--- src/rtl/fspd_pkg.sv ---
// ----------------------------------------------------------------------------
// fspd_pkg
// Shared types, codes and helpers for the fret solenoid peak-hold driver.
// ----------------------------------------------------------------------------
package fspd_pkg;

    localparam logic [1:0] ACT_NOTE_ON  = 2'd0;
    localparam logic [1:0] ACT_NOTE_OFF = 2'd1;
    localparam logic [1:0] ACT_TICK     = 2'd2;

    localparam logic KIND_PWM   = 1'b0;
    localparam logic KIND_SERVO = 1'b1;

    localparam logic [7:0] SERVO_MAX = 8'd180;

    localparam int CMD_DEPTH = 4;
    localparam int RES_DEPTH = 4;

    typedef enum logic [2:0] {
        REG_BASE_NOTE    = 3'd0,
        REG_FRETS_IN_USE = 3'd1,
        REG_ATTACK_DUTY  = 3'd2,
        REG_HOLD_DUTY    = 3'd3,
        REG_ATTACK_TICKS = 3'd4,
        REG_MAX_ON_TICKS = 3'd5,
        REG_SERVO_CENTER = 3'd6,
        REG_PLUCK_OFFSET = 3'd7
    } reg_index_t;

    typedef enum logic [1:0] {
        OP_ON,
        OP_OFF,
        OP_TICK
    } cmd_op_t;

    typedef struct packed {
        cmd_op_t op;
        logic    open;
    } cmd_ctl_t;

    typedef struct packed {
        logic [6:0]  base_note;
        logic [4:0]  frets_in_use;
        logic [11:0] attack_duty;
        logic [11:0] hold_duty;
        logic [15:0] attack_ticks;
        logic [15:0] max_on_ticks;
        logic [7:0]  servo_center;
        logic [6:0]  pluck_offset;
    } cfg_t;

    typedef struct packed {
        logic        kind;
        logic [3:0]  fret;
        logic [11:0] duty;
        logic [7:0]  servo_angle;
        logic        last;
    } res_t;

    typedef enum logic [2:0] {
        ST_IDLE,
        ST_ON_PLUCK,
        ST_OFF_PWM,
        ST_SCAN,
        ST_FLUSH
    } back_state_t;

    // v is a signed 10-bit angle
    function automatic logic [7:0] sat_angle(input logic [9:0] v);
        logic [7:0] a;
        if (v[9])
            a = 8'd0;
        else if (v[8:0] > {1'b0, SERVO_MAX})
            a = SERVO_MAX;
        else
            a = v[7:0];
        return a;
    endfunction

    function automatic res_t mk_pwm(input logic [3:0] f, input logic [11:0] d);
        res_t r;
        r.kind        = KIND_PWM;
        r.fret        = f;
        r.duty        = d;
        r.servo_angle = 8'd0;
        r.last        = 1'b0;
        return r;
    endfunction

    function automatic res_t mk_servo(input logic [7:0] a);
        res_t r;
        r.kind        = KIND_SERVO;
        r.fret        = 4'd0;
        r.duty        = 12'd0;
        r.servo_angle = a;
        r.last        = 1'b0;
        return r;
    endfunction

endpackage

--- src/rtl/fret_solenoid_peak_hold_driver_unit.sv ---
// ----------------------------------------------------------------------------
// fret_solenoid_peak_hold_driver_unit
// Flow: a request passes the command queue, the back end and a one-deep result hold
//   into the result queue; the back end waits while the result queue is full.
// The back end takes one command at a time. On a tick while playing it scans
//   min(frets_in_use, MAX_FRETS) frets, one fret a cycle while the result queue has
//   room, and visits a fret twice when it drops to hold and is forced off on one tick.
// Reset: asynchronous; queues empty, config to defaults, all frets off.
// ----------------------------------------------------------------------------
module fret_solenoid_peak_hold_driver_unit
    import fspd_pkg::*;
#(
    parameter int MAX_FRETS = 16,
    parameter int TIMER_BITS = 16
) (
    input  logic        clk,
    input  logic        rst_n,
    input  logic        wr_en,
    input  logic [2:0]  wr_index,
    input  logic [15:0] wr_data,
    input  logic        push,
    output logic        full,
    input  logic [1:0]  action,
    input  logic [6:0]  note,
    output logic        empty,
    input  logic        pop,
    output logic        kind,
    output logic [3:0]  fret,
    output logic [11:0] duty,
    output logic [7:0]  servo_angle,
    output logic        last
);

    localparam int IW = (MAX_FRETS > 1) ? $clog2(MAX_FRETS) : 1;
    localparam int CMD_W = $bits(cmd_ctl_t) + IW;
    localparam int RES_W = $bits(res_t);

    cfg_t             cfg_reg;
    logic             cmd_push, cmd_full, cmd_pop, cmd_empty;
    cmd_ctl_t         fr_ctl;
    logic [IW-1:0]    fr_idx;
    logic [CMD_W-1:0] cmd_rdata;
    logic             res_push, res_full;
    res_t             res_wdata;
    logic [RES_W-1:0] res_rdata;
    res_t             res_q;

    always_ff @(posedge clk or negedge rst_n)
    begin
        if (!rst_n)
        begin
            cfg_reg.base_note    <= 7'd67;
            cfg_reg.frets_in_use <= 5'd12;
            cfg_reg.attack_duty  <= 12'd4095;
            cfg_reg.hold_duty    <= 12'd1638;
            cfg_reg.attack_ticks <= 16'd50;
            cfg_reg.max_on_ticks <= 16'd5000;
            cfg_reg.servo_center <= 8'd90;
            cfg_reg.pluck_offset <= 7'd20;
        end
        else if (wr_en)
        begin
            case (reg_index_t'(wr_index))
                REG_BASE_NOTE:    cfg_reg.base_note    <= wr_data[6:0];
                REG_FRETS_IN_USE: cfg_reg.frets_in_use <= wr_data[4:0];
                REG_ATTACK_DUTY:  cfg_reg.attack_duty  <= wr_data[11:0];
                REG_HOLD_DUTY:    cfg_reg.hold_duty    <= wr_data[11:0];
                REG_ATTACK_TICKS: cfg_reg.attack_ticks <= wr_data;
                REG_MAX_ON_TICKS: cfg_reg.max_on_ticks <= wr_data;
                REG_SERVO_CENTER: cfg_reg.servo_center <= wr_data[7:0];
                REG_PLUCK_OFFSET: cfg_reg.pluck_offset <= wr_data[6:0];
                default:          cfg_reg.base_note    <= cfg_reg.base_note;
            endcase
        end
    end

    fspd_front #(
        .MAX_FRETS (MAX_FRETS)
    ) u_front (
        .push     (push),
        .full     (full),
        .action   (action),
        .note     (note),
        .cfg      (cfg_reg),
        .cmd_full (cmd_full),
        .cmd_push (cmd_push),
        .cmd_ctl  (fr_ctl),
        .cmd_idx  (fr_idx)
    );

    fspd_fifo #(
        .WIDTH (CMD_W),
        .DEPTH (CMD_DEPTH)
    ) u_cmd_q (
        .clk   (clk),
        .rst_n (rst_n),
        .push  (cmd_push),
        .wdata ({fr_ctl, fr_idx}),
        .full  (cmd_full),
        .pop   (cmd_pop),
        .rdata (cmd_rdata),
        .empty (cmd_empty)
    );

    fspd_back #(
        .MAX_FRETS  (MAX_FRETS),
        .TIMER_BITS (TIMER_BITS)
    ) u_back (
        .clk       (clk),
        .rst_n     (rst_n),
        .cfg       (cfg_reg),
        .cmd_empty (cmd_empty),
        .cmd_ctl   (cmd_ctl_t'(cmd_rdata[CMD_W-1:IW])),
        .cmd_idx   (cmd_rdata[IW-1:0]),
        .cmd_pop   (cmd_pop),
        .res_full  (res_full),
        .res_push  (res_push),
        .res_data  (res_wdata)
    );

    fspd_fifo #(
        .WIDTH (RES_W),
        .DEPTH (RES_DEPTH)
    ) u_res_q (
        .clk   (clk),
        .rst_n (rst_n),
        .push  (res_push),
        .wdata (res_wdata),
        .full  (res_full),
        .pop   (pop),
        .rdata (res_rdata),
        .empty (empty)
    );

    assign res_q       = res_t'(res_rdata);
    assign kind        = res_q.kind;
    assign fret        = res_q.fret;
    assign duty        = res_q.duty;
    assign servo_angle = res_q.servo_angle;
    assign last        = res_q.last;

endmodule

--- src/rtl/fspd_fifo.sv ---
// ----------------------------------------------------------------------------
// fspd_fifo
// Small synchronous queue with full/empty flags.
// ----------------------------------------------------------------------------
module fspd_fifo #(
    parameter int WIDTH = 8,
    parameter int DEPTH = 4,
    localparam int AW = (DEPTH > 1) ? $clog2(DEPTH) : 1,
    localparam int CNTW = $clog2(DEPTH + 1)
) (
    input  logic             clk,
    input  logic             rst_n,
    input  logic             push,
    input  logic [WIDTH-1:0] wdata,
    output logic             full,
    input  logic             pop,
    output logic [WIDTH-1:0] rdata,
    output logic             empty
);

    logic [WIDTH-1:0] mem [DEPTH];
    logic [AW-1:0]    wr_ptr_reg, wr_ptr_next;
    logic [AW-1:0]    rd_ptr_reg, rd_ptr_next;
    logic [CNTW-1:0]  count_reg, count_next;
    logic             do_push, do_pop;

    assign full    = (count_reg == CNTW'(DEPTH));
    assign empty   = (count_reg == '0);
    assign do_push = push && !full;
    assign do_pop  = pop && !empty;
    assign rdata   = mem[rd_ptr_reg];

    always_comb
    begin
        wr_ptr_next = wr_ptr_reg;
        rd_ptr_next = rd_ptr_reg;
        count_next  = count_reg;
        if (do_push)
            wr_ptr_next = (wr_ptr_reg == AW'(DEPTH - 1)) ? '0 : AW'(wr_ptr_reg + 1'b1);
        if (do_pop)
            rd_ptr_next = (rd_ptr_reg == AW'(DEPTH - 1)) ? '0 : AW'(rd_ptr_reg + 1'b1);
        if (do_push && !do_pop)
            count_next = CNTW'(count_reg + 1'b1);
        else if (do_pop && !do_push)
            count_next = CNTW'(count_reg - 1'b1);
    end

    always_ff @(posedge clk or negedge rst_n)
    begin
        if (!rst_n)
        begin
            wr_ptr_reg <= '0;
            rd_ptr_reg <= '0;
            count_reg  <= '0;
        end
        else
        begin
            wr_ptr_reg <= wr_ptr_next;
            rd_ptr_reg <= rd_ptr_next;
            count_reg  <= count_next;
        end
    end

    always_ff @(posedge clk)
    begin
        if (do_push)
            mem[wr_ptr_reg] <= wdata;
    end

endmodule

--- src/rtl/fspd_front.sv ---
// ----------------------------------------------------------------------------
// fspd_front
// Accepts requests, maps notes to frets, drops out-of-range notes and
// unused actions, and queues commands for the back end.
// ----------------------------------------------------------------------------
module fspd_front
    import fspd_pkg::*;
#(
    parameter int MAX_FRETS = 16,
    localparam int IW = (MAX_FRETS > 1) ? $clog2(MAX_FRETS) : 1,
    localparam int NFW = $clog2(MAX_FRETS + 1)
) (
    input  logic           push,
    output logic           full,
    input  logic [1:0]     action,
    input  logic [6:0]     note,
    input  cfg_t           cfg,
    input  logic           cmd_full,
    output logic           cmd_push,
    output cmd_ctl_t       cmd_ctl,
    output logic [IW-1:0]  cmd_idx
);

    logic [NFW-1:0] nf;
    logic [7:0]     diff;
    logic           in_range;
    logic           accept;

    assign nf = (6'(cfg.frets_in_use) > 6'(MAX_FRETS)) ? NFW'(MAX_FRETS)
                                                       : NFW'(cfg.frets_in_use);
    assign diff     = {1'b0, note} - {1'b0, cfg.base_note};
    assign in_range = !diff[7] && (diff[6:0] <= 7'(nf));
    assign full     = cmd_full;
    assign accept   = push && !cmd_full;

    always_comb
    begin
        cmd_ctl.open = (diff[6:0] == 7'd0);
        cmd_idx      = IW'(diff[6:0] - 7'd1);
        cmd_ctl.op   = OP_TICK;
        cmd_push     = 1'b0;
        case (action)
            ACT_NOTE_ON:
            begin
                cmd_ctl.op = OP_ON;
                cmd_push   = accept && in_range;
            end
            ACT_NOTE_OFF:
            begin
                cmd_ctl.op = OP_OFF;
                cmd_push   = accept && in_range;
            end
            ACT_TICK:
            begin
                cmd_ctl.op = OP_TICK;
                cmd_push   = accept;
            end
            default:
            begin
                cmd_push = 1'b0;
            end
        endcase
    end

endmodule

--- src/rtl/fspd_back.sv ---
// ----------------------------------------------------------------------------
// fspd_back
// Executes queued commands: fret state, tick scan and pluck servo. Results
// pass through a one-deep hold so the final one of a request gets last.
// ----------------------------------------------------------------------------
module fspd_back
    import fspd_pkg::*;
#(
    parameter int MAX_FRETS = 16,
    parameter int TIMER_BITS = 16,
    localparam int IW = (MAX_FRETS > 1) ? $clog2(MAX_FRETS) : 1,
    localparam int NFW = $clog2(MAX_FRETS + 1)
) (
    input  logic           clk,
    input  logic           rst_n,
    input  cfg_t           cfg,
    input  logic           cmd_empty,
    input  cmd_ctl_t       cmd_ctl,
    input  logic [IW-1:0]  cmd_idx,
    output logic           cmd_pop,
    input  logic           res_full,
    output logic           res_push,
    output res_t           res_data
);

    localparam int CW = (TIMER_BITS > 16) ? TIMER_BITS : 16;
    localparam logic [TIMER_BITS-1:0] TMAX = {TIMER_BITS{1'b1}};

    back_state_t           state_reg, state_next;
    logic                  playing_reg;
    logic                  pluck_a_reg;
    logic [MAX_FRETS-1:0]  active_reg, hold_reg;
    logic [TIMER_BITS-1:0] elapsed_reg [MAX_FRETS];
    logic [NFW-1:0]        cur_idx_reg;
    res_t                  pend_reg;
    logic                  pend_valid_reg;

    logic [NFW-1:0] nf;
    logic [IW-1:0]  sel;
    logic [CW-1:0]  e_sel;
    logic           hold_fire, off_fire, scan_adv, last_idx, go;
    logic [9:0]     pluck_sum, pluck_dif;
    res_t           pluck_res, emit_res;
    logic           emit, flush;
    logic           set_play, clr_play, tog_pluck, note_load, off_clr, hold_set;
    logic           tick_inc, idx_load, idx_adv;
    logic [NFW-1:0] idx_val;

    assign nf = (6'(cfg.frets_in_use) > 6'(MAX_FRETS)) ? NFW'(MAX_FRETS)
                                                       : NFW'(cfg.frets_in_use);
    assign sel       = cur_idx_reg[IW-1:0];
    assign e_sel     = CW'(elapsed_reg[sel]);
    assign hold_fire = active_reg[sel] && !hold_reg[sel] && (e_sel > CW'(cfg.attack_ticks));
    assign off_fire  = active_reg[sel] && (e_sel > CW'(cfg.max_on_ticks));
    assign scan_adv  = !(hold_fire && off_fire);
    assign last_idx  = (NFW'(cur_idx_reg + 1'b1) == nf);
    assign go        = !res_full;

    assign pluck_sum = {2'b00, cfg.servo_center} + {3'b000, cfg.pluck_offset};
    assign pluck_dif = {2'b00, cfg.servo_center} - {3'b000, cfg.pluck_offset};
    assign pluck_res = mk_servo(sat_angle(pluck_a_reg ? pluck_sum : pluck_dif));

    // next state
    always_comb
    begin
        state_next = state_reg;
        case (state_reg)
            ST_IDLE:
            begin
                if (!cmd_empty && go)
                begin
                    case (cmd_ctl.op)
                        OP_ON:   state_next = cmd_ctl.open ? ST_FLUSH : ST_ON_PLUCK;
                        OP_OFF:  state_next = cmd_ctl.open ? ST_FLUSH : ST_OFF_PWM;
                        OP_TICK: state_next = (playing_reg && nf != '0) ? ST_SCAN : ST_FLUSH;
                        default: state_next = ST_IDLE;
                    endcase
                end
            end
            ST_ON_PLUCK: if (go) state_next = ST_FLUSH;
            ST_OFF_PWM:  if (go) state_next = ST_FLUSH;
            ST_SCAN:     if (go && scan_adv && last_idx) state_next = ST_FLUSH;
            ST_FLUSH:    if (go) state_next = ST_IDLE;
            default:     state_next = ST_IDLE;
        endcase
    end

    // outputs / datapath strobes
    always_comb
    begin
        cmd_pop   = 1'b0;
        emit      = 1'b0;
        emit_res  = pluck_res;
        flush     = 1'b0;
        set_play  = 1'b0;
        clr_play  = 1'b0;
        tog_pluck = 1'b0;
        note_load = 1'b0;
        off_clr   = 1'b0;
        hold_set  = 1'b0;
        tick_inc  = 1'b0;
        idx_load  = 1'b0;
        idx_adv   = 1'b0;
        idx_val   = NFW'(cmd_idx);
        case (state_reg)
            ST_IDLE:
            begin
                if (!cmd_empty && go)
                begin
                    cmd_pop = 1'b1;
                    case (cmd_ctl.op)
                        OP_ON:
                        begin
                            set_play = 1'b1;
                            emit     = 1'b1;
                            if (cmd_ctl.open)
                                tog_pluck = 1'b1;
                            else
                            begin
                                emit_res  = mk_pwm(4'(cmd_idx), cfg.attack_duty);
                                note_load = 1'b1;
                                idx_load  = 1'b1;
                            end
                        end
                        OP_OFF:
                        begin
                            emit     = 1'b1;
                            emit_res = mk_servo(sat_angle({2'b00, cfg.servo_center}));
                            clr_play = 1'b1;
                            idx_load = 1'b1;
                        end
                        OP_TICK:
                        begin
                            tick_inc = 1'b1;
                            idx_load = 1'b1;
                            idx_val  = '0;
                        end
                        default:
                        begin
                            cmd_pop = 1'b1;
                        end
                    endcase
                end
            end
            ST_ON_PLUCK:
            begin
                if (go)
                begin
                    emit      = 1'b1;
                    tog_pluck = 1'b1;
                end
            end
            ST_OFF_PWM:
            begin
                if (go)
                begin
                    emit     = 1'b1;
                    emit_res = mk_pwm(4'(sel), 12'd0);
                    off_clr  = 1'b1;
                    clr_play = 1'b1;
                end
            end
            ST_SCAN:
            begin
                if (go)
                begin
                    idx_adv = scan_adv;
                    if (hold_fire)
                    begin
                        emit     = 1'b1;
                        emit_res = mk_pwm(4'(sel), cfg.hold_duty);
                        hold_set = 1'b1;
                    end
                    else if (off_fire)
                    begin
                        emit     = 1'b1;
                        emit_res = mk_pwm(4'(sel), 12'd0);
                        off_clr  = 1'b1;
                        clr_play = 1'b1;
                    end
                end
            end
            ST_FLUSH:
            begin
                flush = go;
            end
            default:
            begin
                flush = 1'b0;
            end
        endcase
    end

    always_comb
    begin
        res_data      = pend_reg;
        res_data.last = flush;
        res_push      = (emit || flush) && pend_valid_reg;
    end

    always_ff @(posedge clk or negedge rst_n)
    begin
        if (!rst_n)
        begin
            state_reg      <= ST_IDLE;
            playing_reg    <= 1'b0;
            pluck_a_reg    <= 1'b1;
            active_reg     <= '0;
            hold_reg       <= '0;
            cur_idx_reg    <= '0;
            pend_valid_reg <= 1'b0;
            for (int i = 0; i < MAX_FRETS; i++)
                elapsed_reg[i] <= '0;
        end
        else
        begin
            state_reg <= state_next;
            if (set_play)
                playing_reg <= 1'b1;
            else if (clr_play)
                playing_reg <= 1'b0;
            if (tog_pluck)
                pluck_a_reg <= !pluck_a_reg;
            if (idx_load)
                cur_idx_reg <= idx_val;
            else if (idx_adv)
                cur_idx_reg <= NFW'(cur_idx_reg + 1'b1);
            if (note_load)
            begin
                active_reg[cmd_idx]  <= 1'b1;
                hold_reg[cmd_idx]    <= 1'b0;
                elapsed_reg[cmd_idx] <= '0;
            end
            if (off_clr)
            begin
                active_reg[sel] <= 1'b0;
                hold_reg[sel]   <= 1'b0;
            end
            if (hold_set)
                hold_reg[sel] <= 1'b1;
            if (tick_inc)
            begin
                for (int i = 0; i < MAX_FRETS; i++)
                    if (active_reg[i] && elapsed_reg[i] != TMAX)
                        elapsed_reg[i] <= TIMER_BITS'(elapsed_reg[i] + 1'b1);
            end
            if (emit)
                pend_valid_reg <= 1'b1;
            else if (flush)
                pend_valid_reg <= 1'b0;
        end
    end

    always_ff @(posedge clk)
    begin
        if (emit)
            pend_reg <= emit_res;
    end

    a_no_push_full: assert property (@(posedge clk) disable iff (!rst_n)
        res_full |-> !res_push)
        else $error("result pushed into full queue");

    a_idle_no_pend: assert property (@(posedge clk) disable iff (!rst_n)
        (state_reg == ST_IDLE) |-> !pend_valid_reg)
        else $error("held result left behind at idle");

    a_scan_range: assert property (@(posedge clk) disable iff (!rst_n)
        (state_reg == ST_SCAN) |-> (cur_idx_reg < nf))
        else $error("scan index beyond frets in use");

    a_hold_active: assert property (@(posedge clk) disable iff (!rst_n)
        $countones(hold_reg & ~active_reg) == 0)
        else $error("fret in hold but not active");

endmodule

--- config.mk ---
export PLATFORM = sky130hd
export DESIGN_NAME = fret_solenoid_peak_hold_driver_unit
export DESIGN_NICKNAME = d
export VERILOG_FILES = /design/src/rtl/fspd_pkg.sv /design/src/rtl/fret_solenoid_peak_hold_driver_unit.sv /design/src/rtl/fspd_fifo.sv /design/src/rtl/fspd_front.sv /design/src/rtl/fspd_back.sv
export SDC_FILE = /design/constraint.sdc
export NUM_CORES = 1
export LEC_CHECK = 0
export ABC_CLOCK_PERIOD_IN_PS = 15100
export BUFFER_PORTS_ARGS = -buffer_cell sky130_fd_sc_hd__buf_2
export CORE_MARGIN = 2
export CORE_UTILIZATION = 31
export DETAILED_ROUTE_END_ITERATION = 10
export PLACE_DENSITY = 0.45
export SYNTH_ARGS = -nofsm -noshare
export SYNTH_HDL_FRONTEND = slang
export SYNTH_SLANG_ARGS = --single-unit
--- constraint.sdc ---
create_clock -name clk -period 15.1 [get_ports clk]
set_input_delay 1.51 -clock clk [delete_from_list [all_inputs] [get_ports clk]]
set_output_delay 1.51 -clock clk [all_outputs]
set_load 0.1 [all_outputs]
==> results.py <==
metrics = {
    "route": {
        "dr_wl_met2_microns": 42760,
        "wl_per_cell_microns": 22.00,
        "drtIter0Drc": 1820,
        "maxUsedRoutingLayer": "met5",
        "viasPerCell": 5.428,
        "dr_total_vias": 22030,
        "met1_length_microns": 39210,
        "postRouteAntennaNets": 0,
        "first_pass_iters": 5,
        "routed_wl_microns": 89270,
        "drc": 0,
        "wl_met3_microns": 4443,
    },
    "cells_and_area": {
        "final_cell_mix": "354 x dfrtp_1, 306 x o21ai_0, 282 x nand2_1",
        "fin_util_pct": 35.75,
        "nFillCells": 9350,
        "syn_to_final_growth_pct": 13.95,
        "finalNetCount": 2882,
        "seq_area_sq_um": 14680,
        "final_common_cell": "dfrtp_1",
        "drive_gt1_share_pct": 16.91,
        "largest_reg_flops": 256,
        "multiInputGateArea_sq_um": 13940,
    },
    "clock_tree": {
        "clock_latency_ps": 640,
        "clkTransAtPathRegs_ps": 60,
        "cts-resized-gates": 0,
        "numCtsBuffers": 70,
        "htree_levels": 3,
        "clock_path_buffers": 3,
        "cts_root_buf": "clkbuf_16",
        "cts_tree": "done",
        "numClockSinks": 553,
        "ctsHoldBuffers": 0,
        "post-cts-setup-buffer-count": 0,
    },
    "power_and_ir_drop": {
        "switching_share_pct": 38.52,
        "switching_power_w": 0.002218,
        "ir_drop_mv": 0.1111,
        "pwr_density_cell_nw_per_um2": 172.1,
        "p_seq_share_pct": 37.6,
        "p_clk_share_pct": 29.7,
        "power_frac_comb_pct": 32.7,
        "p_leak_nw": 13.53,
        "p_int_w": 0.003540,
    },
    "synth": {
        "synthCells": 2686,
        "synthArstFlopShare_pct": 71.61,
        "syn_nets": 2820,
        "yosysTopAreaCell": "dfrtp_1",
        "synth_edf_count": 157,
        "ys_ff_latch": 553,
        "avgSynthCellArea_sq_um": 10.93,
        "synth_warnings": 0,
        "seq_area_frac_synth_pct": 49.96,
        "synth_top_area_share_pct": 30.51,
        "synth_cell_type_count": 84,
        "synth_area_sq_um": 29370,
        "synth_area_leaders": "dfrtp_1 31%, edfxtp_1 16%, mux4_2 9.4%",
        "synth_ff_type": "dfrtp_1",
    },
    "worst_setup_path": {
        "cp_max_fo": 43,
        "crit_start": "u_back.cur_idx_reg[0]",
        "rr_startpoint": "u_back.cur_idx_reg[0]",
        "r2r_slack_ps": 8770,
        "critPathMaxStageDelay_ps": 830,
        "rr_endpoint": "u_res_q.count_reg[2]",
        "required_ps": 15650,
        "cp_slowest_cell": "dfrtp_4",
        "cp-end-kind": "register",
        "crit_type": "register to register",
        "reg2reg_depth": 16,
        "critPathBufInv": 2,
        "critPathLaunchType": "register",
        "crit_family": "multiplexers",
        "cp_cell_sequence": "buf_4 > mux4_2 > mux4_2 > ha_1 > nand4_1 > or4_1 > a21o_1 > a31oi_1 > nor2_1 > o32ai_2 > ha_1 > inv_1 > fa_1 > xor2_1 > nor2_1 > xor2_1",
        "cp_data_arrival_time_ps": 6880,
    },
    "hold_path": {
        "min_path_type": "register to register",
        "holdCritStartpoint": "u_cmd_q.count_reg[2]",
        "hold_end": "u_cmd_q.count_reg[2]",
        "min_path_cells": 1,
    },
    "die": {
        "row_count": 112,
        "die_h_microns": 311.8,
        "die_w_microns": 311.8,
        "dieArea_sq_um": 97210,
        "core_sq_um": 93610,
        "ios": 61,
        "initial_core_util_pct": 31.37,
    },
    "placed_design": {
        "place_hpwl_microns": 65710,
        "gp_congestion": 0.8817,
        "io_buffers": 60,
        "pre_cts_slack_ps": 8783,
    },
    "global_routing": {
        "grt_pass1_vias": 21920,
        "antenna_found_initial": 1,
        "grtUsageTotal_pct": 18.34,
        "grt_max_degree": 75,
        "overflow": 0,
        "grt_pass1_wl_microns": 137200,
    },
    "status": {
        "outcome": "completed",
    },
    "sta": {
        "setup_viol": 0,
        "layout_setup_ws_ps": 8767,
        "rsz0062_at_grt": "false",
        "fin_crit_sh_pct": 41.94,
        "timing.fmax_mhz": 157.9,
        "final_hold_viol_count": 0,
        "finalSetupTns_ps": 0,
        "skew_ps": 26.96,
        "tightest_slew_ps": 1121,
        "relSlewSlack_pct": 24.89,
        "drv_slew": 0,
        "period_needed_ps": 6333,
    },
    "job": {
        "max-cap-violations": 0,
    },
}
-- cell usage after synthesis (4+ instances only) --
cell type  number
dfrtp_1       358
o21ai_0       307
nand2_1       282
nor2_1        215
edfxtp_1      157
nand3_1       155
mux4_2        122
ha_1           96
inv_1          95
a21oi_1        92
and3_1         85
mux2_2         76
clkbuf_1       70
nand4_1        43
xor2_1         40
a31oi_1        38
dfstp_2        38
o31ai_1        34
and2_1         32
nor2b_1        31
nor3_1         25
a22o_1         19
buf_2          17
nand2b_1       17
o22a_1         17
xnor2_1        17
buf_1          14
a31o_2         13
or3_1          13
o311a_1        12
mux2i_1        11
a21o_1         10
a211oi_1        7
o211ai_1        7
o21ai_1         7
and4_1          6
o21a_1          6
o22ai_1         6
o311ai_0        6
fa_1            5
nand4b_1        4
o311ai_1        4
o32ai_1         4
or4_1           4
-- routing by layer --
metal | GRT usage [%] | up-vias
met5 | 0 | -
met4 | 6.206 | 2
met3 | 3.487 | 125
met2 | 30.15 | 553
met1 | 24.23 | 11170
li1 | - | 10180
-- per-stage QoR --
stage | hold slack (ps) | area, sq um | cells | power, W
floorplan | 453.1 | 29370 | 2686 | 0.003556
global placement | 473.7 | 31100 | 3930 | 0.004053
detailed placement | 489.8 | 31100 | 3930 | 0.004101
CTS | 501.2 | 33460 | 4057 | 0.005841
global route | 515.9 | 33460 | 4057 | 0.006072
finish | 492.6 | 33460 | 4058 | 0.005758
-- cell type report --
class | count | area share, %
Sequential cell | 553 | 43.87
Multi-Input combinational cell | 1935 | 41.67
Clock buffer | 94 | 5.684
Tap cell | 1254 | 4.689
Timing Repair Buffer | 92 | 1.645
Clock inverter | 33 | 1.361
Inverter | 96 | 1.077
Antenna cell | 1 | 0.007479
-- logic make-up (layout without fill, tap and decap cells) --
kind of cell,Yosys count,after routing,synth area share [%]
muxes,209,209,12.65
AOI/OAI and AO/OA,631,631,13.23
and+or+nand+nor,937,937,15.41
DFF,553,553,49.96
other,0,1,0
adders and majority gates,101,101,4.431
xor gates and xnor gates,57,57,1.700
buffers and inverters,198,315,2.616
-- worst max path at each step --
stage / endpoint / slack [ps] / cells past startpoint
5_1_grt: u_res_q.count_reg[2] / 8360 / 16
3_5_place_dp: u_res_q.count_reg[2] / 8780 / 16
6_report: u_res_q.count_reg[2] / 8770 / 16
4_1_cts: u_res_q.count_reg[2] / 8730 / 16
2_1_floorplan: u_back.res_data[10] / 8860 / 12
3_3_place_gp: u_res_q.count_reg[2] / 8920 / 16
-- power by group through the flow --
stage / Sequential (W) / Combinational [W] / Clock (W)
finish: 0.00216 / 0.00188 / 0.00171
global route: 0.00221 / 0.00204 / 0.00183
CTS: 0.00217 / 0.00191 / 0.00176
detailed placement: 0.00220 / 0.00190 / 0
global placement: 0.00218 / 0.00187 / 0
floorplan: 0.00203 / 0.00153 / 0
Power figures use the tool's default switching activity.
